File: config.mk
export PLATFORM = sky130hd
export DESIGN_NAME = lidar_point_curvature_unit_flat
export DESIGN_NICKNAME = d
export VERILOG_FILES = /design/src/hdl/lpc_pkg.sv /design/src/hdl/lpc_in_if.sv /design/src/hdl/lpc_out_if.sv /design/src/hdl/lpc_ctrl.sv /design/src/hdl/lpc_datapath.sv /design/src/hdl/lidar_point_curvature_unit.sv /design/src/flat_wrapper.sv
export VERILOG_INCLUDE_DIRS = /design/src /design/src/hdl
export SDC_FILE = /design/constraint.sdc
export NUM_CORES = 2
export LEC_CHECK = 0
export BUFFER_PORTS_ARGS = -buffer_cell sky130_fd_sc_hd__buf_2
export CAP_MARGIN = 20
export CORE_MARGIN = 4
export CORE_UTILIZATION = 65
export CTS_BUF_LIST = sky130_fd_sc_hd__clkbuf_4
export CTS_CLUSTER_DIAMETER = 200
export DETAILED_ROUTE_END_ITERATION = 10
export HOLD_SLACK_MARGIN = 0.06
export MAX_ROUTING_LAYER = met4
export PLACE_DENSITY = 0.83
export SYNTH_ARGS = -nofsm -noshare
export SYNTH_HDL_FRONTEND = slang
export SYNTH_SLANG_ARGS = --single-unit
export TNS_END_PERCENT = 20
File: constraint.sdc
create_clock -name clk -period 11.2 [get_ports clk]
set_input_delay 1.12 -clock clk [delete_from_list [all_inputs] [get_ports clk]]
set_output_delay 1.12 -clock clk [all_outputs]
set_load 0.03 [all_outputs]
File: src/hdl/lidar_point_curvature_unit_assert.svh
// Assertion macros for the lidar point curvature unit.
// Used by the top level only; expects signals clk and rst in scope.
`ifndef LIDAR_POINT_CURVATURE_UNIT_ASSERT_SVH
`define LIDAR_POINT_CURVATURE_UNIT_ASSERT_SVH
`ifndef SYNTH
`define LPC_ASSERT_IMPL(lbl, ante, cons) \
  lbl: assert property (@(posedge clk) disable iff (rst) (ante) |-> (cons)) \
    else $error("lpc assertion failed");
`define LPC_ASSERT_NEXT(lbl, ante, cons) \
  lbl: assert property (@(posedge clk) disable iff (rst) (ante) |=> (cons)) \
    else $error("lpc assertion failed");
`else
`define LPC_ASSERT_IMPL(lbl, ante, cons)
`define LPC_ASSERT_NEXT(lbl, ante, cons)
`endif
`endif

File: src/hdl/lpc_pkg.sv
// Shared types and constants of the lidar point curvature unit.
// No dependencies.
`timescale 1ns / 1ps
package lpc_pkg;
  localparam int CNT_W      = 7;
  localparam int SQ_OPS     = 6;
  localparam int DIV_STEPS  = 64;
  localparam int SQRT_STEPS = 32;

  typedef enum logic [3:0] {
    ST_IDLE, ST_CHECK, ST_SUM, ST_SQR, ST_DRAIN, ST_DEN, ST_DINIT,
    ST_DIV, ST_SQI, ST_SQRT, ST_EMIT
  } state_t;

  typedef struct packed {
    logic             load_in;
    logic             sum_clr;
    logic             sum_en;
    logic             sq_issue;
    logic [2:0]       sq_sel;
    logic [1:0]       sq_step;
    logic             den_ld;
    logic             div_init;
    logic             div_en;
    logic             sqrt_init;
    logic             sqrt_en;
    logic             out_ld;
    logic [CNT_W-1:0] cnt;
  } cmd_t;

  typedef struct packed {
    logic in_valid;
    logic out_ready;
    logic full;
  } status_t;
endpackage

File: src/hdl/lpc_in_if.sv
// Input point channel: valid/ready handshake plus point payload.
// Depends on nothing.
`timescale 1ns / 1ps
interface lpc_in_if;
  logic               valid;
  logic               ready;
  logic               scan_start;
  logic signed [31:0] px;
  logic signed [31:0] py;
  logic signed [31:0] pz;
  modport source (output valid, scan_start, px, py, pz, input ready);
  modport sink   (input valid, scan_start, px, py, pz, output ready);
endinterface

File: src/hdl/lpc_out_if.sv
// Result channel: valid/ready handshake plus centre point and curvature.
// Depends on nothing.
`timescale 1ns / 1ps
interface lpc_out_if;
  logic               valid;
  logic               ready;
  logic signed [31:0] cx;
  logic signed [31:0] cy;
  logic signed [31:0] cz;
  logic        [31:0] curvature;
  logic               zero_range;
  modport source (output valid, cx, cy, cz, curvature, zero_range, input ready);
  modport sink   (input valid, cx, cy, cz, curvature, zero_range, output ready);
endinterface

File: src/hdl/lpc_ctrl.sv
// Sequencer of the curvature unit: steps the datapath through sum, squares,
// division and square root. Depends on lpc_pkg.
`timescale 1ns / 1ps
module lpc_ctrl #(
  parameter int HALF_WIDTH = 1
) (
  input  logic             clk,
  input  logic             rst,
  input  lpc_pkg::status_t status,
  output lpc_pkg::cmd_t    cmd,
  output logic             in_ready,
  output logic             out_valid
);
  localparam int WIN = 2 * HALF_WIDTH + 1;

  lpc_pkg::state_t state, state_next;
  logic [lpc_pkg::CNT_W-1:0] cnt, cnt_next;
  logic [2:0] sel, sel_next;
  logic [1:0] step, step_next;
  logic sq_last;

  assign sq_last = (sel == 3'(lpc_pkg::SQ_OPS - 1)) && (step == 2'd2);

  always_comb begin
    state_next = state;
    unique case (state)
      lpc_pkg::ST_IDLE:  if (status.in_valid) state_next = lpc_pkg::ST_CHECK;
      lpc_pkg::ST_CHECK: state_next = status.full ? lpc_pkg::ST_SUM : lpc_pkg::ST_IDLE;
      lpc_pkg::ST_SUM:   if (cnt == lpc_pkg::CNT_W'(WIN - 1)) state_next = lpc_pkg::ST_SQR;
      lpc_pkg::ST_SQR:   if (sq_last) state_next = lpc_pkg::ST_DRAIN;
      lpc_pkg::ST_DRAIN: state_next = lpc_pkg::ST_DEN;
      lpc_pkg::ST_DEN:   state_next = lpc_pkg::ST_DINIT;
      lpc_pkg::ST_DINIT: state_next = lpc_pkg::ST_DIV;
      lpc_pkg::ST_DIV: begin
        if (cnt == lpc_pkg::CNT_W'(lpc_pkg::DIV_STEPS - 1)) state_next = lpc_pkg::ST_SQI;
      end
      lpc_pkg::ST_SQI:   state_next = lpc_pkg::ST_SQRT;
      lpc_pkg::ST_SQRT: begin
        if (cnt == lpc_pkg::CNT_W'(lpc_pkg::SQRT_STEPS - 1)) state_next = lpc_pkg::ST_EMIT;
      end
      lpc_pkg::ST_EMIT:  if (!out_valid) state_next = lpc_pkg::ST_IDLE;
      default:           state_next = lpc_pkg::ST_IDLE;
    endcase
  end

  // step counters restart whenever the state changes
  always_comb begin
    cnt_next  = (state_next != state) ? '0 : cnt + 1'b1;
    sel_next  = sel;
    step_next = step;
    if (state != lpc_pkg::ST_SQR) begin
      sel_next  = '0;
      step_next = '0;
    end else if (step == 2'd2) begin
      step_next = '0;
      sel_next  = sel + 1'b1;
    end else begin
      step_next = step + 1'b1;
    end
  end

  always_comb begin
    cmd           = '0;
    cmd.cnt       = cnt;
    cmd.sq_sel    = sel;
    cmd.sq_step   = step;
    in_ready      = 1'b0;
    unique case (state)
      lpc_pkg::ST_IDLE: begin
        in_ready    = 1'b1;
        cmd.load_in = status.in_valid;
      end
      lpc_pkg::ST_CHECK: cmd.sum_clr   = 1'b1;
      lpc_pkg::ST_SUM:   cmd.sum_en    = 1'b1;
      lpc_pkg::ST_SQR:   cmd.sq_issue  = 1'b1;
      lpc_pkg::ST_DEN:   cmd.den_ld    = 1'b1;
      lpc_pkg::ST_DINIT: cmd.div_init  = 1'b1;
      lpc_pkg::ST_DIV:   cmd.div_en    = 1'b1;
      lpc_pkg::ST_SQI:   cmd.sqrt_init = 1'b1;
      lpc_pkg::ST_SQRT:  cmd.sqrt_en   = 1'b1;
      lpc_pkg::ST_EMIT:  cmd.out_ld    = !out_valid;
      default: ;
    endcase
  end

  always_ff @(posedge clk) begin
    if (rst) begin
      state     <= lpc_pkg::ST_IDLE;
      cnt       <= '0;
      sel       <= '0;
      step      <= '0;
      out_valid <= 1'b0;
    end else begin
      state <= state_next;
      cnt   <= cnt_next;
      sel   <= sel_next;
      step  <= step_next;
      if (cmd.out_ld) out_valid <= 1'b1;
      else if (status.out_ready) out_valid <= 1'b0;
    end
  end
endmodule

File: src/hdl/lpc_datapath.sv
// Datapath of the curvature unit: point window, difference sums, split
// squarer, restoring divider, bit-serial square root, result register.
// Depends on lpc_pkg.
`timescale 1ns / 1ps
module lpc_datapath #(
  parameter int HALF_WIDTH = 1
) (
  input  logic               clk,
  input  logic               rst,
  input  lpc_pkg::cmd_t      cmd,
  input  logic               scan_start,
  input  logic signed [31:0] px,
  input  logic signed [31:0] py,
  input  logic signed [31:0] pz,
  output logic               full,
  output logic signed [31:0] cx,
  output logic signed [31:0] cy,
  output logic signed [31:0] cz,
  output logic        [31:0] curvature,
  output logic               zero_range
);
  localparam int WIN = 2 * HALF_WIDTH + 1;
  localparam int KW  = $clog2(WIN);
  localparam int FW  = $clog2(WIN + 1);
  localparam int DB  = 33 + $clog2(WIN);
  localparam int HB  = (DB + 1) / 2;
  localparam int PW  = 2 * HB;
  localparam int SW  = 2 * DB + 2;
  localparam int W2  = WIN * WIN;
  localparam int DW  = 64 + $clog2(W2 + 1);
  localparam int RW  = DW + 1;
  localparam logic [DW-1:0] W2_C = DW'(W2);

  logic [31:0] wx [WIN];
  logic [31:0] wy [WIN];
  logic [31:0] wz [WIN];
  logic [FW-1:0] fill;

  always_ff @(posedge clk) begin
    if (rst) begin
      fill <= '0;
    end else if (cmd.load_in) begin
      if (scan_start) fill <= FW'(1);
      else if (fill != FW'(WIN)) fill <= fill + 1'b1;
    end
  end

  always_ff @(posedge clk) begin
    if (rst) begin
      for (int i = 0; i < WIN; i++) begin
        wx[i] <= '0;
        wy[i] <= '0;
        wz[i] <= '0;
      end
    end else if (cmd.load_in) begin
      for (int i = 0; i < WIN - 1; i++) begin
        wx[i] <= wx[i+1];
        wy[i] <= wy[i+1];
        wz[i] <= wz[i+1];
      end
      wx[WIN-1] <= px;
      wy[WIN-1] <= py;
      wz[WIN-1] <= pz;
    end
  end

  assign full = (fill == FW'(WIN));

  // difference sums, one window point per cycle
  logic [31:0] ccx, ccy, ccz;
  logic [KW-1:0] k;
  logic signed [32:0] dfx, dfy, dfz;
  logic signed [DB-1:0] dsx, dsy, dsz;

  assign ccx = wx[HALF_WIDTH];
  assign ccy = wy[HALF_WIDTH];
  assign ccz = wz[HALF_WIDTH];
  assign k   = cmd.cnt[KW-1:0];
  assign dfx = $signed({ccx[31], ccx}) - $signed({wx[k][31], wx[k]});
  assign dfy = $signed({ccy[31], ccy}) - $signed({wy[k][31], wy[k]});
  assign dfz = $signed({ccz[31], ccz}) - $signed({wz[k][31], wz[k]});

  always_ff @(posedge clk) begin
    if (cmd.sum_clr) begin
      dsx <= '0;
      dsy <= '0;
      dsz <= '0;
    end else if (cmd.sum_en) begin
      dsx <= dsx + DB'(dfx);
      dsy <= dsy + DB'(dfy);
      dsz <= dsz + DB'(dfz);
    end
  end

  // squares from three half-width partial products each
  logic signed [DB-1:0] opnd;
  logic [DB-1:0] mag;
  logic [HB-1:0] m_lo, m_hi, mul_a, mul_b;
  logic [PW-1:0] prod;
  logic [1:0] prod_step;
  logic prod_v, prod_s;
  logic [SW-1:0] term, r2acc, sacc;

  always_comb begin
    case (cmd.sq_sel)
      3'd0:    opnd = DB'($signed(ccx));
      3'd1:    opnd = DB'($signed(ccy));
      3'd2:    opnd = DB'($signed(ccz));
      3'd3:    opnd = dsx;
      3'd4:    opnd = dsy;
      3'd5:    opnd = dsz;
      default: opnd = '0;
    endcase
  end

  assign mag   = opnd[DB-1] ? DB'(-opnd) : DB'(opnd);
  assign m_lo  = mag[HB-1:0];
  assign m_hi  = HB'(mag >> HB);
  assign mul_a = (cmd.sq_step == 2'd2) ? m_hi : m_lo;
  assign mul_b = (cmd.sq_step == 2'd0) ? m_lo : m_hi;

  always_ff @(posedge clk) begin
    if (rst) prod_v <= 1'b0;
    else     prod_v <= cmd.sq_issue;
    prod      <= PW'(mul_a) * PW'(mul_b);
    prod_step <= cmd.sq_step;
    prod_s    <= (cmd.sq_sel >= 3'd3);
  end

  always_comb begin
    case (prod_step)
      2'd0:    term = SW'(prod);
      2'd1:    term = SW'(prod) << (HB + 1);
      default: term = SW'(prod) << (2 * HB);
    endcase
  end

  always_ff @(posedge clk) begin
    if (cmd.sum_clr) begin
      r2acc <= '0;
      sacc  <= '0;
    end else if (prod_v) begin
      if (prod_s) sacc  <= sacc + term;
      else        r2acc <= r2acc + term;
    end
  end

  // the divider gives the low 64 bits of the quotient of (S << 48) by WIN^2 * R^2
  logic [63:0] r2;
  logic [DW-1:0] den;
  logic [RW-1:0] rem, rem2;
  logic [63:0] nb, quo;
  logic over;

  assign r2   = r2acc[63:0];
  assign rem2 = {rem[RW-2:0], nb[63]};

  always_ff @(posedge clk) begin
    if (cmd.den_ld) den <= DW'(r2) * W2_C;
    if (cmd.div_init) begin
      over <= RW'(sacc[SW-1:16]) >= RW'(den);
      rem  <= RW'(sacc[SW-1:16]);
      nb   <= {sacc[15:0], 48'd0};
      quo  <= '0;
    end else if (cmd.div_en) begin
      nb <= nb << 1;
      if (rem2 >= RW'(den)) begin
        rem <= rem2 - RW'(den);
        quo <= {quo[62:0], 1'b1};
      end else begin
        rem <= rem2;
        quo <= {quo[62:0], 1'b0};
      end
    end
  end

  // square root, one result bit per cycle
  logic [63:0] sv, sres, sbit, strial;
  assign strial = sres + sbit;

  always_ff @(posedge clk) begin
    if (cmd.sqrt_init) begin
      sv   <= quo;
      sres <= '0;
      sbit <= 64'd1 << 62;
    end else if (cmd.sqrt_en) begin
      sbit <= sbit >> 2;
      if (sv >= strial) begin
        sv   <= sv - strial;
        sres <= (sres >> 1) + sbit;
      end else begin
        sres <= sres >> 1;
      end
    end
  end

  always_ff @(posedge clk) begin
    if (cmd.out_ld) begin
      cx         <= $signed(ccx);
      cy         <= $signed(ccy);
      cz         <= $signed(ccz);
      zero_range <= (r2 == '0);
      curvature  <= ((r2 == '0) || over) ? 32'hFFFF_FFFF : sres[31:0];
    end
  end
endmodule

File: src/hdl/lidar_point_curvature_unit.sv
// Lidar scan-line point curvature unit (top level).
// Channel in_ch takes points of one scan line in order; scan_start marks the
// first point of a scan and empties the 2*HALF_WIDTH+1 point window.
// Channel out_ch gives the centre point of a full window with its curvature
// (units of 2^-24, saturated) and a zero-range flag.
// Both channels transfer on valid and ready high at a clock edge.
// A point that does not complete a window is only stored. A point that does
// is carried from acceptance to the result register through the window sum
// (one point per cycle), split-multiplier squares, a restoring divider and a
// bit-serial square root, all on one item.
// Results wait in an output register; a new point is accepted while a
// result waits, and the next result holds until the receiver takes it.
// Synchronous reset empties the window and drops any pending result.
// Depends on lpc_pkg, lpc_in_if, lpc_out_if, lpc_ctrl, lpc_datapath and lidar_point_curvature_unit_assert.svh.
`timescale 1ns / 1ps
`include "lidar_point_curvature_unit_assert.svh"
module lidar_point_curvature_unit #(
  parameter int HALF_WIDTH = 1
) (
  input logic      clk,
  input logic      rst,
  lpc_in_if.sink   in_ch,
  lpc_out_if.source out_ch
);
  lpc_pkg::cmd_t    cmd;
  lpc_pkg::status_t status;
  logic             full;

  assign status.in_valid  = in_ch.valid;
  assign status.out_ready = out_ch.ready;
  assign status.full      = full;

  lpc_ctrl #(.HALF_WIDTH(HALF_WIDTH)) u_ctrl (
    .clk       (clk),
    .rst       (rst),
    .status    (status),
    .cmd       (cmd),
    .in_ready  (in_ch.ready),
    .out_valid (out_ch.valid)
  );

  lpc_datapath #(.HALF_WIDTH(HALF_WIDTH)) u_dp (
    .clk        (clk),
    .rst        (rst),
    .cmd        (cmd),
    .scan_start (in_ch.scan_start),
    .px         (in_ch.px),
    .py         (in_ch.py),
    .pz         (in_ch.pz),
    .full       (full),
    .cx         (out_ch.cx),
    .cy         (out_ch.cy),
    .cz         (out_ch.cz),
    .curvature  (out_ch.curvature),
    .zero_range (out_ch.zero_range)
  );

  `LPC_ASSERT_NEXT(a_busy_after_accept, in_ch.valid && in_ch.ready, !in_ch.ready)
  `LPC_ASSERT_IMPL(a_zero_saturates, out_ch.valid && out_ch.zero_range, out_ch.curvature == '1)
  `LPC_ASSERT_IMPL(a_load_while_busy, $rose(out_ch.valid), $past(!in_ch.ready))
endmodule
File: src/flat_wrapper.sv
// flat-port wrapper written by rule: the top's interface ports become plain ports
module lidar_point_curvature_unit_flat 
#(
  parameter int HALF_WIDTH = 1
)
  (clk, rst, in_ch_valid, in_ch_scan_start, in_ch_px, in_ch_py, in_ch_pz, in_ch_ready, out_ch_valid, out_ch_cx, out_ch_cy, out_ch_cz, out_ch_curvature, out_ch_zero_range, out_ch_ready);
  lpc_in_if in_ch_i ();
  lpc_out_if out_ch_i ();
  input logic clk;
  input logic rst;
  input wire logic [$bits(in_ch_i.valid)-1:0] in_ch_valid;
  input wire logic [$bits(in_ch_i.scan_start)-1:0] in_ch_scan_start;
  input wire logic [$bits(in_ch_i.px)-1:0] in_ch_px;
  input wire logic [$bits(in_ch_i.py)-1:0] in_ch_py;
  input wire logic [$bits(in_ch_i.pz)-1:0] in_ch_pz;
  output wire logic [$bits(in_ch_i.ready)-1:0] in_ch_ready;
  output wire logic [$bits(out_ch_i.valid)-1:0] out_ch_valid;
  output wire logic [$bits(out_ch_i.cx)-1:0] out_ch_cx;
  output wire logic [$bits(out_ch_i.cy)-1:0] out_ch_cy;
  output wire logic [$bits(out_ch_i.cz)-1:0] out_ch_cz;
  output wire logic [$bits(out_ch_i.curvature)-1:0] out_ch_curvature;
  output wire logic [$bits(out_ch_i.zero_range)-1:0] out_ch_zero_range;
  input wire logic [$bits(out_ch_i.ready)-1:0] out_ch_ready;
  assign in_ch_i.valid = in_ch_valid;
  assign in_ch_i.scan_start = in_ch_scan_start;
  assign in_ch_i.px = in_ch_px;
  assign in_ch_i.py = in_ch_py;
  assign in_ch_i.pz = in_ch_pz;
  assign in_ch_ready = in_ch_i.ready;
  assign out_ch_valid = out_ch_i.valid;
  assign out_ch_cx = out_ch_i.cx;
  assign out_ch_cy = out_ch_i.cy;
  assign out_ch_cz = out_ch_i.cz;
  assign out_ch_curvature = out_ch_i.curvature;
  assign out_ch_zero_range = out_ch_i.zero_range;
  assign out_ch_i.ready = out_ch_ready;
  lidar_point_curvature_unit #(.HALF_WIDTH(HALF_WIDTH)) u_core (.clk(clk), .rst(rst), .in_ch(in_ch_i), .out_ch(out_ch_i));
endmodule
==> impl_metrics.py <==
metrics = {
    "run_status": {
        "status": "complete, no violations",
    },
    "clocking": {
        "insertion_delay_ns": 1.33,
        "cts_made_buffers": 318,
        "cts-root-buf": "sky130_fd_sc_hd__clkbuf_4",
        "cts-root-to-sink-buffers": 4,
        "cts_tree": "yes",
        "cts.clk_slew.worst_paths_ns": 0.07,
        "cts.htree.levels": 5,
        "number_of_sinks_driven_by_the_clock_tree": 1094,
    },
    "power": {
        "power.total_mw": 16.2,
        "worst_ir_drop_vdd_mv": 0.368,
        "pwr_density_cell_nw_per_um2": 171,
        "p_leak_nw": 42.0,
    },
    "setup_path": {
        "criticalPathCategory": "reg2reg",
        "cp-end-kind": "flip-flop",
        "required_ns": 12.31,
        "critPathArrivalTime_ns": 11.84,
        "critPathBufInv": 6,
        "cp_max_fo": 18,
        "depth_of_the_worst_register_to_register_path": 37,
        "cpMaxStageDelayCell": "sky130_fd_sc_hd__o21ai_2",
        "worstSetupPathDepth": 37,
        "critical-path-top-delay-family": "compound AO/OA/AOI/OAI gates",
        "max_stage_delay_ns": 0.77,
        "crit_path_start_kind": "flip-flop",
    },
    "timing": {
        "min_period_ns": 10.73,
        "finClkSkew_ns": 0.163,
        "timing_worst_slew_pin_value_ns": 1.20,
        "hold_ws_ns": 0.126,
        "finalHoldViolCount": 0,
        "timing.setup.tns_ns": 0,
        "finalCritPeriodShare": 0.958,
        "slew_viol_final": 0,
        "maxClockFrequency_ghz": 0.0932,
        "grt_setup_unrepaired": "no",
        "timing.final.ws_setup_ns": 0.469,
        "setup_failing_eps_final": 0,
        "relSlewSlack": 0.189,
    },
    "drt": {
        "drcViolationCount": 0,
        "initial_drc_count": 8574,
        "finalWirelength_um": 289000,
        "final_antenna_net_count": 0,
        "drt-vias-per-instance": 6.39,
        "drt-wirelength-per-cell_um": 23.5,
        "route.vias.total": 78681,
        "detailedRoute.firstPassIterationCount": 9,
    },
    "layout": {
        "design.final.nets": 11498,
        "utilization": 0.708,
        "syn_to_final_growth_pct": 8.03,
        "finish.cell_count_without_fillers": 12311,
        "fillerInstances": 10230,
        "post_route_cells_drive_above_1_share": 0.0902,
        "layout.cell_area.non_filler_um2": 94600,
    },
    "place": {
        "post-place-cells": 11689,
        "placement.io_buffers": 231,
        "dp.final_hpwl_um": 215000,
        "placement.cell_area_um2": 90000,
        "preCtsSetupSlack_ns": 0.594,
        "place_congestion": 1.05,
    },
    "logic_synthesis": {
        "post_synth_instance_area_um2": 87600,
        "synthesis_warning_total": 0,
        "number_of_cells_produced_by_synthesis": 10068,
        "async_reset_ff_frac": 0,
        "synth_flop_cell": "sky130_fd_sc_hd__edfxtp_1",
        "synth-seq-cells": 1094,
        "synth_edf_count": 622,
        "synth_fp_nets": 11268,
        "synth_seq_area_share": 0.321,
        "postSynthAreaPerCell_um2": 8.70,
        "yosysUniqueCellTypes": 99,
    },
    "grt": {
        "pin_count_of_the_biggest_net_entering_global_routing": 182,
        "wire_length_of_the_first_global_routing_pass_um": 444000,
        "globalRoute.totalOverflow": 0,
        "global_route.usage.total": 0.414,
        "initial_antenna_violation_count": 8,
        "grt_pass1_vias": 77268,
    },
    "job": {
        "maxCapViolCount": 0,
    },
    "die": {
        "design.core.area_um2": 134000,
        "die_width_um": 375,
        "floorplan.initialDensity": 0.656,
        "floorplan.rows": 134,
        "design.die.area_um2": 141000,
        "design.portCount": 232,
        "die-height_um": 375,
    },
    "worst_hold_path": {
        "timing.hold.worst.class": "in2reg",
        "min_path_cells": 2,
    },
}
-- cells in the mapped netlist, drive strengths merged (28+ instances only) --
| library cell | n | share of area |
|---|---|---|
| a211oi | 70 | 0.0060 |
| a21o | 302 | 0.026 |
| a21oi | 815 | 0.047 |
| a22o | 97 | 0.0097 |
| a31oi | 150 | 0.011 |
| and2 | 284 | 0.020 |
| and3 | 68 | 0.0049 |
| buf | 94 | 0.0053 |
| clkbuf | 387 | 0.017 |
| dfxtp | 472 | 0.11 |
| edfxtp | 622 | 0.21 |
| fa | 363 | 0.083 |
| ha | 736 | 0.11 |
| inv | 904 | 0.039 |
| mux2i | 136 | 0.016 |
| nand2 | 1209 | 0.052 |
| nand2b | 103 | 0.0074 |
| nand3 | 159 | 0.0091 |
| nand4 | 126 | 0.0091 |
| nor2 | 690 | 0.030 |
| nor2b | 109 | 0.0078 |
| nor3 | 206 | 0.012 |
| nor4 | 47 | 0.0034 |
| o211ai | 30 | 0.0026 |
| o21a | 91 | 0.0078 |
| o21ai | 597 | 0.034 |
| o21bai | 116 | 0.010 |
| o22ai | 29 | 0.0021 |
| o31ai | 43 | 0.0040 |
| or2 | 28 | 0.0020 |
| or3 | 65 | 0.0046 |
| xnor2 | 325 | 0.032 |
| xor2 | 221 | 0.022 |
-- flip-flops by register name, indices dropped and copies added (netlist names), 36 cells and up --
name and cells:
u_core.u_dp.wx 96, u_core.u_dp.wy 96, u_core.u_dp.wz 96, u_core.u_dp.sacc 72, u_core.u_dp.den 68, u_core.u_dp.rem 68, u_core.u_dp.quo 64, u_core.u_dp.r2acc 64
u_core.u_dp.sres 64, u_core.u_dp.sv 64, u_core.u_dp.prod 36
-- routing by layer --
layer	track usage	vias to the layer above	routed length, um
li1	-	35987	-
met1	0.508	37528	112000
met2	0.638	4218	130000
met3	0.0837	948	27100
met4	0.243	0	20000
met5	-	-	0
-- what timing repair did --
action | in CTS | in global routing
hold endpoints to repair | 53 | 0
resized for setup | 0 | 5
hold buffers | 53 | 0
buffers inserted | 0 | 0
setup endpoints to repair | 0 | 2
-- path summary, 6_finish.rpt --
kind | slack (ns) | end | start
worst min register to register | 0.39 | u_core.u_dp.prod_step[1] | u_core.u_ctrl.step[1]
worst max-delay path | 0.47 | u_core.u_dp.prod[34] | u_core.u_ctrl.sel[0]
worst min-delay path | 0.13 | u_core.u_dp.wx[2][9] | in_ch_px[9]
worst max register to register | 0.47 | u_core.u_dp.prod[34] | u_core.u_ctrl.sel[0]
-- cell families after synthesis --
logic type / count (synthesis) / synth area share
flip-flops: 1094 / 0.321
buffers and inverters: 1386 / 0.0606
XOR/XNOR: 546 / 0.0546
adder cells (fa/ha/maj): 1099 / 0.188
AO/OA/AOI/OAI: 2642 / 0.191
AND/OR/NAND/NOR: 3150 / 0.167
multiplexers: 151 / 0.0177
-- cell usage in the layout (no fill, tap or decap), drive strengths merged, types with 116 or more instances in the layout --
cell type | Yosys | layout
o21bai | 116 | 116
xor2 | 221 | 221
nand3 | 159 | 159
fa | 363 | 363
dfxtp | 472 | 472
nand2 | 1209 | 1209
o21ai | 597 | 597
nor3 | 206 | 206
inv | 904 | 904
mux2i | 136 | 136
and2 | 284 | 284
nand4 | 126 | 126
nor2 | 690 | 690
xnor2 | 325 | 325
a31oi | 150 | 150
ha | 736 | 736
edfxtp | 622 | 622
clkbuf | 387 | 466
a21oi | 815 | 815
a21o | 302 | 302
buf | 94 | 335
-- layout make-up --
cell class                      count  area (um2)  share of cell area
Sequential cell                  1094       28100               0.297
Antenna cell                       15        37.5            0.000397
Tap cell                         1768        2210              0.0234
Clock inverter                     85         448             0.00473
Inverter                          905        3400              0.0359
Multi-Input combinational cell   7588       54300               0.574
Timing Repair Buffer              391        2580              0.0272
Clock buffer                      465        3490              0.0369
-- report_power, final --
group | switching (mW) | total (mW) | internal [mW]
Sequential | 0.266 | 4.76 | 4.49
Clock | 1.85 | 3.84 | 1.99
Combinational | 4.49 | 7.62 | 3.13
Total | 6.61 | 16.2 | 9.61
Note: power is estimated with default switching activity, not from simulation.
